### src/rtl/i2cm_pkg.sv
// Shared types and constants of the I2C master bit engine.
// Holds the transfer structs for the tick and result channels and the command codes.
// No dependencies.
package i2cm_pkg;

  localparam int unsigned ByteBits   = 8;
  localparam int unsigned TpuWidth   = 16;
  localparam int unsigned ToWidth    = 8;
  localparam int unsigned CfgIdxW    = 2;
  localparam int unsigned CfgDataW   = 16;
  localparam int unsigned BitCntW    = 4;
  // widest delay product: four units of the largest tick count
  localparam int unsigned ProdWidth  = TpuWidth + 2;

  localparam logic [CfgIdxW-1:0] CfgTicksPerUs = 2'd0;
  localparam logic [CfgIdxW-1:0] CfgAckTimeout = 2'd1;

  localparam logic [TpuWidth-1:0] TpuReset     = 16'd1;
  localparam logic [ToWidth-1:0]  TimeoutReset = 8'd250;

  localparam logic [2:0] OpStart = 3'd0;
  localparam logic [2:0] OpStop  = 3'd1;
  localparam logic [2:0] OpSend  = 3'd2;
  localparam logic [2:0] OpWait  = 3'd3;
  localparam logic [2:0] OpRead  = 3'd4;

  typedef struct packed {
    logic                cmd_valid;
    logic [2:0]          opcode;
    logic [ByteBits-1:0] tx_byte;
    logic                ack_after_read;
    logic                sda_sample;
  } tick_t;

  typedef struct packed {
    logic                scl_level;
    logic                sda_drive_en;
    logic                sda_level;
    logic                busy_res;
    logic                done_res;
    logic [ByteBits-1:0] rx_byte;
    logic                ack_error;
  } result_t;

endpackage

### src/rtl/i2c_master_bit_engine_unit.sv
// Top level of the I2C master bit engine: configuration registers, tick channel,
// result register. Depends on i2cm_pkg and i2cm_core.
//
// Each transfer on the tick channel is one tick of bus time and yields exactly one
// transfer on the result channel, carrying the SCL/SDA drive state after that tick,
// busy/done flags, the last received byte and the ack timeout flag. The engine takes
// one tick per cycle unless stalled; each result enters the result register as its
// tick is taken. Ticks are taken whenever the result register is empty or is being
// drained in the same cycle, so a stalled consumer holds off the tick channel, but
// never more than that one register. Bus segment lengths are whole multiples of
// ticks_per_us (zero counts as one); segments longer than the TIMER_WIDTH-bit delay
// timer saturate. Commands offered while a command is in progress are dropped.
// Write configuration only while the engine is idle.
module i2c_master_bit_engine_unit #(
  parameter int unsigned TIMER_WIDTH = 20
) (
  input  logic                            clk_i,
  input  logic                            rst_ni,
  // tick channel
  input  logic                            in_valid_i,
  output logic                            in_ready_o,
  input  i2cm_pkg::tick_t                 in_data_i,
  // result channel
  output logic                            out_valid_o,
  input  logic                            out_ready_i,
  output i2cm_pkg::result_t               out_data_o,
  // configuration write channel
  input  logic                            cfg_valid_i,
  output logic                            cfg_ready_o,
  input  logic [i2cm_pkg::CfgIdxW-1:0]    cfg_index_i,
  input  logic [i2cm_pkg::CfgDataW-1:0]   cfg_data_i
);

  logic [i2cm_pkg::TpuWidth-1:0] tpu_q;
  logic [i2cm_pkg::ToWidth-1:0]  timeout_q;
  logic                          out_valid_q;
  i2cm_pkg::result_t             out_data_q;
  i2cm_pkg::result_t             res;
  logic                          step;

  // configuration writes are always taken; unknown indexes drop
  assign cfg_ready_o = 1'b1;

  always_ff @(posedge clk_i or negedge rst_ni) begin
    if (!rst_ni) begin
      tpu_q     <= i2cm_pkg::TpuReset;
      timeout_q <= i2cm_pkg::TimeoutReset;
    end else if (cfg_valid_i) begin
      if (cfg_index_i == i2cm_pkg::CfgTicksPerUs) begin
        tpu_q <= cfg_data_i[i2cm_pkg::TpuWidth-1:0];
      end else if (cfg_index_i == i2cm_pkg::CfgAckTimeout) begin
        timeout_q <= cfg_data_i[i2cm_pkg::ToWidth-1:0];
      end
    end
  end

  // advance the engine when the result register can take the new result
  assign in_ready_o = !out_valid_q || out_ready_i;
  assign step       = in_valid_i && in_ready_o;

  i2cm_core #(
    .TIMER_WIDTH (TIMER_WIDTH)
  ) u_core (
    .clk_i          (clk_i),
    .rst_ni         (rst_ni),
    .step_i         (step),
    .item_i         (in_data_i),
    .ticks_per_us_i (tpu_q),
    .ack_timeout_i  (timeout_q),
    .res_o          (res)
  );

  // result register: load on each taken tick, drop the valid once drained
  always_ff @(posedge clk_i or negedge rst_ni) begin
    if (!rst_ni) begin
      out_valid_q <= 1'b0;
    end else if (step) begin
      out_valid_q <= 1'b1;
    end else if (out_ready_i) begin
      out_valid_q <= 1'b0;
    end
  end

  always_ff @(posedge clk_i) begin
    if (step) begin
      out_data_q <= res;
    end
  end

  assign out_valid_o = out_valid_q;
  assign out_data_o  = out_data_q;

endmodule

### src/rtl/i2cm_core.sv
// Bit-level sequencer of the I2C master: phase register, delay timer, shifter.
// Computes the result of one tick combinationally and updates state on step_i.
// Depends on i2cm_pkg.
module i2cm_core #(
  parameter int unsigned TIMER_WIDTH = 20
) (
  input  logic                              clk_i,
  input  logic                              rst_ni,
  input  logic                              step_i,
  input  i2cm_pkg::tick_t                   item_i,
  input  logic [i2cm_pkg::TpuWidth-1:0]     ticks_per_us_i,
  input  logic [i2cm_pkg::ToWidth-1:0]      ack_timeout_i,
  output i2cm_pkg::result_t                 res_o
);

  localparam logic [4:0] PhIdle = 5'd0;
  localparam logic [4:0] PhStA  = 5'd1;
  localparam logic [4:0] PhStB  = 5'd2;
  localparam logic [4:0] PhSpA  = 5'd3;
  localparam logic [4:0] PhSpB  = 5'd4;
  localparam logic [4:0] PhWaA  = 5'd5;
  localparam logic [4:0] PhWaB  = 5'd6;
  localparam logic [4:0] PhPoll = 5'd7;
  localparam logic [4:0] PhEpA  = 5'd8;
  localparam logic [4:0] PhEpB  = 5'd9;
  localparam logic [4:0] PhTxA  = 5'd10;
  localparam logic [4:0] PhTxB  = 5'd11;
  localparam logic [4:0] PhTxC  = 5'd12;
  localparam logic [4:0] PhRxA  = 5'd13;
  localparam logic [4:0] PhRxB  = 5'd14;
  localparam logic [4:0] PhAkA  = 5'd15;
  localparam logic [4:0] PhAkB  = 5'd16;

  localparam int unsigned PW = i2cm_pkg::ProdWidth;
  localparam int unsigned MW = (PW > TIMER_WIDTH) ? PW : TIMER_WIDTH;
  localparam int unsigned BB = i2cm_pkg::ByteBits;

  logic [4:0]                      phase_q, phase_d;
  logic [i2cm_pkg::BitCntW-1:0]    bit_cnt_q, bit_cnt_d;
  logic [BB-1:0]                   shift_q, shift_d;
  logic [TIMER_WIDTH-1:0]          timer_q, timer_d;
  logic [i2cm_pkg::ToWidth-1:0]    poll_q, poll_d;
  logic                            ack_mode_q, ack_mode_d;
  logic                            scl_q, scl_d;
  logic                            sda_q, sda_d;
  logic                            oe_q, oe_d;
  logic [BB-1:0]                   rx_hold_q, rx_hold_d;

  logic                            ent;
  logic [4:0]                      ent_ph;
  logic [1:0]                      unit_sh;
  logic [i2cm_pkg::TpuWidth-1:0]   tpu;
  logic [PW-1:0]                   prod;
  logic [MW-1:0]                   load_ext;
  logic [MW-1:0]                   tmr_max;
  logic [TIMER_WIDTH-1:0]          load_val;
  logic                            done;
  logic                            err;

  // delay length of the segment being entered, in ticks minus one, saturated
  always_comb begin
    tpu      = (ticks_per_us_i == '0) ? i2cm_pkg::TpuWidth'(1) : ticks_per_us_i;
    prod     = PW'(tpu) << unit_sh;
    load_ext = MW'(prod - PW'(1));
    tmr_max  = MW'({TIMER_WIDTH{1'b1}});
    load_val = (load_ext > tmr_max) ? {TIMER_WIDTH{1'b1}} : TIMER_WIDTH'(load_ext);
  end

  always_comb begin
    phase_d    = phase_q;
    bit_cnt_d  = bit_cnt_q;
    shift_d    = shift_q;
    timer_d    = timer_q;
    poll_d     = poll_q;
    ack_mode_d = ack_mode_q;
    scl_d      = scl_q;
    sda_d      = sda_q;
    oe_d       = oe_q;
    rx_hold_d  = rx_hold_q;
    ent        = 1'b0;
    ent_ph     = PhIdle;
    unit_sh    = 2'd1;
    done       = 1'b0;
    err        = 1'b0;

    if (phase_q == PhIdle) begin
      if (item_i.cmd_valid) begin
        unique case (item_i.opcode)
          i2cm_pkg::OpStart: begin
            ent = 1'b1; ent_ph = PhStA;
          end
          i2cm_pkg::OpStop: begin
            ent = 1'b1; ent_ph = PhSpA;
          end
          i2cm_pkg::OpSend: begin
            shift_d = item_i.tx_byte; bit_cnt_d = '0;
            ent = 1'b1; ent_ph = PhTxA;
          end
          i2cm_pkg::OpWait: begin
            poll_d = '0; ent = 1'b1; ent_ph = PhWaA;
          end
          i2cm_pkg::OpRead: begin
            shift_d = '0; bit_cnt_d = '0; ack_mode_d = item_i.ack_after_read;
            ent = 1'b1; ent_ph = PhRxA;
          end
          default: ;
        endcase
      end
    end else if (phase_q == PhPoll) begin
      if (!item_i.sda_sample) begin
        scl_d = 1'b0; phase_d = PhIdle; done = 1'b1;
      end else if (poll_q == ack_timeout_i) begin
        ent = 1'b1; ent_ph = PhEpA;
      end else begin
        poll_d = poll_q + 1'b1;
      end
    end else if (timer_q != '0) begin
      timer_d = timer_q - 1'b1;
    end else begin
      bit_cnt_d = bit_cnt_q + 1'b1;
      unique case (phase_q)
        PhStA: begin ent = 1'b1; ent_ph = PhStB; bit_cnt_d = bit_cnt_q; end
        PhStB: begin scl_d = 1'b0; phase_d = PhIdle; done = 1'b1; bit_cnt_d = bit_cnt_q; end
        PhSpA: begin ent = 1'b1; ent_ph = PhSpB; bit_cnt_d = bit_cnt_q; end
        PhSpB: begin phase_d = PhIdle; done = 1'b1; bit_cnt_d = bit_cnt_q; end
        PhWaA: begin ent = 1'b1; ent_ph = PhWaB; bit_cnt_d = bit_cnt_q; end
        PhWaB: begin phase_d = PhPoll; bit_cnt_d = bit_cnt_q; end
        PhEpA: begin ent = 1'b1; ent_ph = PhEpB; bit_cnt_d = bit_cnt_q; end
        PhEpB: begin
          phase_d = PhIdle; done = 1'b1; err = 1'b1; bit_cnt_d = bit_cnt_q;
        end
        PhTxA: begin ent = 1'b1; ent_ph = PhTxB; bit_cnt_d = bit_cnt_q; end
        PhTxB: begin ent = 1'b1; ent_ph = PhTxC; bit_cnt_d = bit_cnt_q; end
        PhTxC: begin
          if (bit_cnt_d >= i2cm_pkg::BitCntW'(BB)) begin
            phase_d = PhIdle; done = 1'b1;
          end else begin
            ent = 1'b1; ent_ph = PhTxA;
          end
        end
        PhRxA: begin
          // sample on the tick SCL rises
          shift_d = {shift_q[BB-2:0], item_i.sda_sample};
          ent = 1'b1; ent_ph = PhRxB; bit_cnt_d = bit_cnt_q;
        end
        PhRxB: begin
          if (bit_cnt_d >= i2cm_pkg::BitCntW'(BB)) begin
            rx_hold_d = shift_q; ent = 1'b1; ent_ph = PhAkA;
          end else begin
            ent = 1'b1; ent_ph = PhRxA;
          end
        end
        PhAkA: begin ent = 1'b1; ent_ph = PhAkB; bit_cnt_d = bit_cnt_q; end
        PhAkB: begin scl_d = 1'b0; phase_d = PhIdle; done = 1'b1; bit_cnt_d = bit_cnt_q; end
        default: begin phase_d = PhIdle; bit_cnt_d = bit_cnt_q; end
      endcase
    end

    // enter the next segment: set pins and reload the timer
    if (ent) begin
      phase_d = ent_ph;
      unique case (ent_ph)
        PhStA: begin oe_d = 1'b1; sda_d = 1'b1; scl_d = 1'b1; unit_sh = 2'd2; end
        PhStB: begin sda_d = 1'b0; unit_sh = 2'd2; end
        PhSpA, PhEpA: begin oe_d = 1'b1; scl_d = 1'b0; sda_d = 1'b0; unit_sh = 2'd2; end
        PhSpB, PhEpB: begin scl_d = 1'b1; sda_d = 1'b1; unit_sh = 2'd2; end
        PhWaA: begin oe_d = 1'b0; sda_d = 1'b1; unit_sh = 2'd0; end
        PhWaB: begin scl_d = 1'b1; unit_sh = 2'd0; end
        PhTxA: begin
          oe_d = 1'b1; scl_d = 1'b0;
          sda_d   = shift_d[BB-1];
          shift_d = {shift_d[BB-2:0], 1'b0};
        end
        PhTxB: scl_d = 1'b1;
        PhTxC: scl_d = 1'b0;
        PhRxA: begin oe_d = 1'b0; scl_d = 1'b0; end
        PhRxB: begin scl_d = 1'b1; unit_sh = 2'd0; end
        PhAkA: begin scl_d = 1'b0; oe_d = 1'b1; sda_d = ~ack_mode_d; end
        PhAkB: scl_d = 1'b1;
        default: phase_d = PhIdle;
      endcase
      timer_d = load_val;
    end
  end

  always_ff @(posedge clk_i or negedge rst_ni) begin
    if (!rst_ni) begin
      phase_q    <= PhIdle;
      bit_cnt_q  <= '0;
      shift_q    <= '0;
      timer_q    <= '0;
      poll_q     <= '0;
      ack_mode_q <= 1'b0;
      scl_q      <= 1'b1;
      sda_q      <= 1'b1;
      oe_q       <= 1'b1;
      rx_hold_q  <= '0;
    end else if (step_i) begin
      phase_q    <= phase_d;
      bit_cnt_q  <= bit_cnt_d;
      shift_q    <= shift_d;
      timer_q    <= timer_d;
      poll_q     <= poll_d;
      ack_mode_q <= ack_mode_d;
      scl_q      <= scl_d;
      sda_q      <= sda_d;
      oe_q       <= oe_d;
      rx_hold_q  <= rx_hold_d;
    end
  end

  always_comb begin
    res_o.scl_level    = scl_d;
    res_o.sda_drive_en = oe_d;
    res_o.sda_level    = sda_d;
    res_o.busy_res     = (phase_d != PhIdle);
    res_o.done_res     = done;
    res_o.rx_byte      = rx_hold_d;
    res_o.ack_error    = err;
  end

endmodule

### config.mk
export PLATFORM = sky130hd
export DESIGN_NAME = i2c_master_bit_engine_unit
export DESIGN_NICKNAME = d
export VERILOG_FILES = /design/src/rtl/i2cm_pkg.sv /design/src/rtl/i2c_master_bit_engine_unit.sv /design/src/rtl/i2cm_core.sv
export SDC_FILE = /design/constraint.sdc
export NUM_CORES = 1
export LEC_CHECK = 0
export BUFFER_PORTS_ARGS = -buffer_cell sky130_fd_sc_hd__buf_2
export CORE_MARGIN = 4
export CORE_UTILIZATION = 29
export CTS_BUF_LIST = sky130_fd_sc_hd__clkbuf_16
export DETAILED_ROUTE_END_ITERATION = 7
export PLACE_DENSITY_LB_ADDON = 0.3
export SYNTH_ARGS = -nofsm -noshare
export SYNTH_HDL_FRONTEND = slang
export SYNTH_SLANG_ARGS = --single-unit
### constraint.sdc
create_clock -name clk_i -period 4.3 [get_ports clk_i]
set_input_delay 0.43 -clock clk_i [delete_from_list [all_inputs] [get_ports clk_i]]
set_output_delay 0.43 -clock clk_i [all_outputs]
set_load 0.005 [all_outputs]
==> results of run 1 <==
routing by layer:
metal	wire length [um]	track usage (%)	share of wire [%]	up-vias
li1	-	-	-	2963
met1	9390	21.7	51	2918
met2	8180	22.6	44	144
met3	723	2.84	3.9	22
met4	287	4.59	1.5	0
met5	0	0	0	-
cell type report:
type | count | area (um2)
Clock buffer | 9 | 225
Clock inverter | 7 | 47.5
Fill cell | 2267 | 14200
Inverter | 14 | 52.6
Multi-Input combinational cell | 605 | 3900
Sequential cell | 96 | 2490
Tap cell | 280 | 350
Timing Repair Buffer | 115 | 736
power by group:
part           switching [W]  leakage [nW]  total, W  internal, W
Combinational       0.000949          1.80   0.00167     0.000718
Clock               0.000360         0.139  0.000754     0.000393
Sequential          0.000243          1.15   0.00138      0.00114
how the worst max path moves through the flow:
stage / startpoint / end
after floorplan: u_core.timer_q[8] / u_core.timer_q[12]
after CTS: u_core.timer_q[12] / u_core.timer_q[14]
final: u_core.timer_q[12] / u_core.timer_q[16]
after detailed placement: u_core.timer_q[12] / u_core.timer_q[14]
after global routing: u_core.timer_q[12] / u_core.timer_q[16]
after global placement: u_core.timer_q[11] / u_core.timer_q[14]
cells in the final DEF, fill, tap and decap left out, types with 20 or more instances in the layout:
cell,instances
a21oi_1,41
nor3_1,27
nor2_1,53
o21ai_0,75
nand2_1,104
buf_2,51
mux2_2,36
dfrtp_1,71
nand3_1,20
buf_4,64
registers in the layout (all words and copies together), names as in the netlist:
signal,cells
u_core.oe_q,1
u_core.rx_hold_q,8
u_core.shift_q,8
u_core.bit_cnt_q,4
out_valid_o,1
timeout_q,8
tpu_q,16
out_data_o,14
u_core.ack_mode_q,1
u_core.poll_q,8
u_core.timer_q,20
u_core.sda_q,1
u_core.phase_q,5
u_core.scl_q,1
cell families (layout without fill, tap and decap cells):
logic type / Yosys count / after routing / share of synthesized area [%]
buffers and inverters: 60 / 145 / 3.80
DFF: 96 / 96 / 38.1
other: 1 / 1 / 0.0576
muxes: 52 / 52 / 8.68
xor gates and xnor gates: 30 / 30 / 4.03
and+or+nand+nor: 300 / 300 / 22.8
adders and majority gates: 4 / 4 / 0.768
AOI/OAI and AO/OA: 218 / 218 / 21.7
timing repair:
item	CTS	global route
gates resized for setup	0	19
endpoints found under the setup margin	0	10
hold endpoints to repair	0	0
setup buffers	0	5
per-stage QoR:
step | utilization (%) | setup TNS [ns] | cells | area [um2]
detailed placement | 33.6 | 0 | 1105 | 7390
floorplan | - | 0 | 761 | 6530
finish | 35.5 | 0 | 1126 | 7800
global route | 35.5 | -0.0147 | 1126 | 7800
CTS | 34.9 | 0 | 1121 | 7660
global placement | 33.6 | 0 | 1105 | 7390
worst max-delay path, delay by kind of cell (launching register included):
kind | cells | cell delay, ns
XOR/XNOR | 1 | 0.18
AO/OA/AOI/OAI | 5 | 0.88
AND/OR/NAND/NOR | 4 | 1.40
multiplexers | 1 | 0.34
flip-flops | 1 | 0.44
buffers and inverters | 4 | 0.70
==> impl_metrics.toml, run 1 <==
[route]
detail-route-antenna-nets = 0
wl_per_cell_um = 16.5
first_pass_iters = 8
via_per_inst = 5.37
wl_um = 18600
drc = 0
vias = 6047
drtIter0Drc = 511

[global_routing]
gr-total-overflow = 0
grt_max_degree = 51
grt_pass1_wl_um = 30100
grt.total_usage_pct = 15.0
antenna_found_initial = 0
grt_pass1_vias = 5689

[logic_synthesis]
synth_area_leaders = "dfrtp_1, edfxtp_1, mux2_2"
synth-main-ff-cell = "dfrtp_1"
yosysWarnings = 0
synth.cell_area_um2 = 6510
synth-edff-count = 14
syn_nets = 802
syn_area_per_cell_um2 = 8.56
ys_seq_area_share_pct = 38.1
synthTopCellsByCount = "nand2_1, o21ai_0, dfrtp_1"
async_flop_share_pct = 85.4
yosysMostFrequentCell = "nand2_1"
syn_inst = 761
netlist.top_cell.by_area = "dfrtp_1"
ys_ff_latch = 96
synth_cell_types = 75
post-synth-top-area-fraction_pct = 27.7

[floorplanning]
fp.dieH_um = 158
num_rows = 54
dieArea_um2 = 24900
initial_core_util_pct = 29.7
core-area_um2 = 22000
io_pins = 54
dieWidth_um = 158

[setup_path]
worstPathRequired_ns = 4.52
rrSetupSlack_ns = 0.21
r2r-end = "u_core.timer_q[16]"
cp_slowest_stage_delay_ns = 0.54
critPathLaunchType = "flop"
worst_ep_arrival_time_ns = 4.31
critPathKind = "reg -> reg"
r2r_cells = 15
rr_startpoint = "u_core.timer_q[12]"
cp_cell_sequence = "or4_4 -> or3_4 -> buf_4 -> o31ai_1 -> buf_4 -> buf_4 -> o21a_1 -> o211a_4 -> buf_4 -> o211ai_1 -> mux2_2 -> nand2b_1 -> nor4_2 -> xor2_1 -> o221ai_1"
cp_max_fo = 11
end_kind = "flop"
critPathSlowestCell = "or4_4"
path_common_cell = "buf_4"

[clock_tree]
clock_latency_ns = 0.35
cts_tree = "done"
clock-sinks = 96
h-tree-depth = 3
cts_buffers = 9
clk_pin_slew_ns = 0.07
clockBufferDepth = 2
cts_hold_buf = 0
cts.root.buffer_cell = "clkbuf_16"

[timing]
period_share_pct = 95.1
finalSetupViolations = 0
max_freq_mhz = 244
slew_viol_final = 0
max_slew_margin_pct = 36.4
post-route-min-period_ns = 4.09
hold_violations = 0
setup_slack_ns = 0.209
worst_pin_slew_ns = 0.946
whs_ns = 0.107
finalClockSkew_ns = 0.00593

[power_and_ir_drop]
ir_drop_mv = 0.236
p_leak_nw = 3.09
power.total_w = 0.00380
p_per_area_nw_per_um2 = 487

[final_layout]
layout.nets = 882
area_growth_pct = 19.7
drive_above_1_share_pct = 24.5
antenna_cells = 0

[hold_path]
min_path_type = "in -> async"

[placement]
dp_slack_ns = 0.0511
dp_hpwl_um = 13800
port_buffers = 52
place_congestion = 0.871

[run_status]
status = "finished, final reports clean"

[run]
drv_cap = 0
(Power assumes the default switching activity.)
==> run 2: changes to the inputs <==
--- a/config.mk
+++ b/config.mk
@@ -7,7 +7,7 @@
 export LEC_CHECK = 0
 export BUFFER_PORTS_ARGS = -buffer_cell sky130_fd_sc_hd__buf_2
 export CORE_MARGIN = 4
-export CORE_UTILIZATION = 29
+export CORE_UTILIZATION = 46
 export CTS_BUF_LIST = sky130_fd_sc_hd__clkbuf_16
 export DETAILED_ROUTE_END_ITERATION = 7
 export PLACE_DENSITY_LB_ADDON = 0.3
==> impl_metrics.toml, run 2 (synthesis results as in run 1) <==
[run_status]
status = "finished, final reports clean"

[timing]
slew_viol_final = 0
finalClockSkew_ns = 0.0110
tns_ns = 0
worst_pin_slew_ns = 1.00
hold_violations = 0
max_slew_margin_pct = 32.6
max_freq_mhz = 240
finalSetupViolations = 0
post-route-min-period_ns = 4.16
period_share_pct = 96.8
rsz0062_at_grt = "yes"

[setup_path]
critPathLaunchType = "flop"
worst_ep_arrival_time_ns = 4.39
r2r_cells = 13
critPathKind = "reg -> reg"
worstPathRequired_ns = 4.53
r2r-end = "u_core.timer_q[14]"
end_kind = "flop"
rrSetupSlack_ns = 0.14
critPathSlowestCell = "or4_4"
rr_startpoint = "u_core.timer_q[9]"
path_common_cell = "or3_1"
cp_slowest_stage_delay_ns = 0.56
cp_max_fo = 6
cp_cell_sequence = "or3_1 -> or3_1 -> or3_4 -> or4_4 -> nand2_1 -> buf_4 -> nor4_2 -> or2_4 -> o31ai_2 -> nand3_2 -> or4b_1 -> a21oi_1 -> o21bai_1"

[clock_tree]
clock-sinks = 96
cts.root.buffer_cell = "clkbuf_16"
cts_tree = "done"
h-tree-depth = 3
clockBufferDepth = 2
clock_latency_ns = 0.36
clk_pin_slew_ns = 0.07
cts_buffers = 9

[floorplanning]
core-area_um2 = 13900
num_rows = 43
initial_core_util_pct = 46.9
fp.dieH_um = 127
io_pins = 54
dieArea_um2 = 16100
dieWidth_um = 127

[final_layout]
mostFrequentLayoutCells = "nand2_1, o21ai_0, dfrtp_1"
drive_above_1_share_pct = 22.8
antenna_cells = 0
final_area_um2 = 7560
largest_register_ff_count = 20
area_growth_pct = 16.0
largest_register = "u_core.timer_q"
layout.nets = 865
final_common_cell = "nand2_1"

[hold_path]
min_path_type = "in -> async"

[global_routing]
gr-total-overflow = 0
grt.total_usage_pct = 23.0
grt_max_degree = 51
grt_pass1_vias = 5887
antenna_found_initial = 0
grt_pass1_wl_um = 30200

[placement]
dp_hpwl_um = 13600
place_congestion = 0.926
port_buffers = 52
dpl_cell_area_um2 = 7150

[power_and_ir_drop]
ir_drop_mv = 0.303
p_per_area_nw_per_um2 = 507
p_leak_nw = 3.02

[route]
detail-route-antenna-nets = 0
first_pass_iters = 5
wl_per_cell_um = 18.5
via_per_inst = 6.15
vias = 6208
drc = 0
drtIter0Drc = 604
wl_um = 18700

[run]
drv_cap = 0
run 2: changes by cell type in the layout (fill, tap and decap cells not counted), moves of 2 or more:
cell,previous run,this run
buf_4,64,46
nor4_1,11,9
o21ai_1,5,7
o31ai_2,0,2
run 2: layout make-up:
type / count / area, um2
Inverter: 14 / 52.6
Fill cell: 1278 / 6320
Sequential cell: 96 / 2480
Clock inverter: 7 / 70.1
Multi-Input combinational cell: 605 / 3880
Clock buffer: 9 / 225
Tap cell: 180 / 225
Timing Repair Buffer: 98 / 621
run 2: worst max-delay path by stage:
stage                            startpoint                 end  slack (ns)  cells past startpoint
after global routing      u_core.timer_q[0]  u_core.timer_q[16]       -0.04                     15
after CTS                 u_core.timer_q[0]  u_core.timer_q[14]        0.05                     15
after global placement    u_core.timer_q[9]  u_core.timer_q[16]        0.17                     13
after floorplan           u_core.timer_q[8]  u_core.timer_q[12]      0.0009                     18
final                     u_core.timer_q[9]  u_core.timer_q[14]        0.14                     13
after detailed placement  u_core.timer_q[0]  u_core.timer_q[17]        0.06                     16
run 2: where the power goes:
group          switching, W  internal, W
Combinational      0.000941     0.000674
Sequential         0.000274      0.00114
Clock              0.000354     0.000452
Total               0.00157      0.00226
run 2: layer usage:
metal / vias up / global-route usage (%) / part of all wire [%]
li1: 2932 / - / -
met1: 3022 / 31.6 / 45
met2: 228 / 38.4 / 48
met3: 26 / 3.09 / 5.7
met4: 0 / 6.56 / 1.4
met5: - / 0 / 0
run 2: worst max-delay path: cells and delay by family (launching register included):
kind                   cells  cell delay [ns]
AND/OR/NAND/NOR            9             2.88
buffers and inverters      1             0.16
AO/OA/AOI/OAI              3             0.58
flip-flops                 1             0.42
run 2: what timing repair did:
item,in CTS,in global routing
setup buffers,0,4
endpoints found under the setup margin,0,13
resized for setup,0,16
endpoints found under the hold margin,0,0
hold buffers,0,0
run 2: per-stage QoR:
stage	cells	utilization [%]	setup slack, ns	total power [W]	hold WS, ns
2_1_floorplan	761	-	0.000949	0.00242	0.134
6_report	1009	54.5	0.136	0.00383	0.0305
3_5_place_dp	989	51.5	0.0572	0.00293	0.422
4_1_cts	1005	53.7	0.0499	0.00376	0.0337
3_3_place_gp	989	51.5	0.172	0.00289	0.417
5_1_grt	1009	54.5	-0.0382	0.00408	0.0541
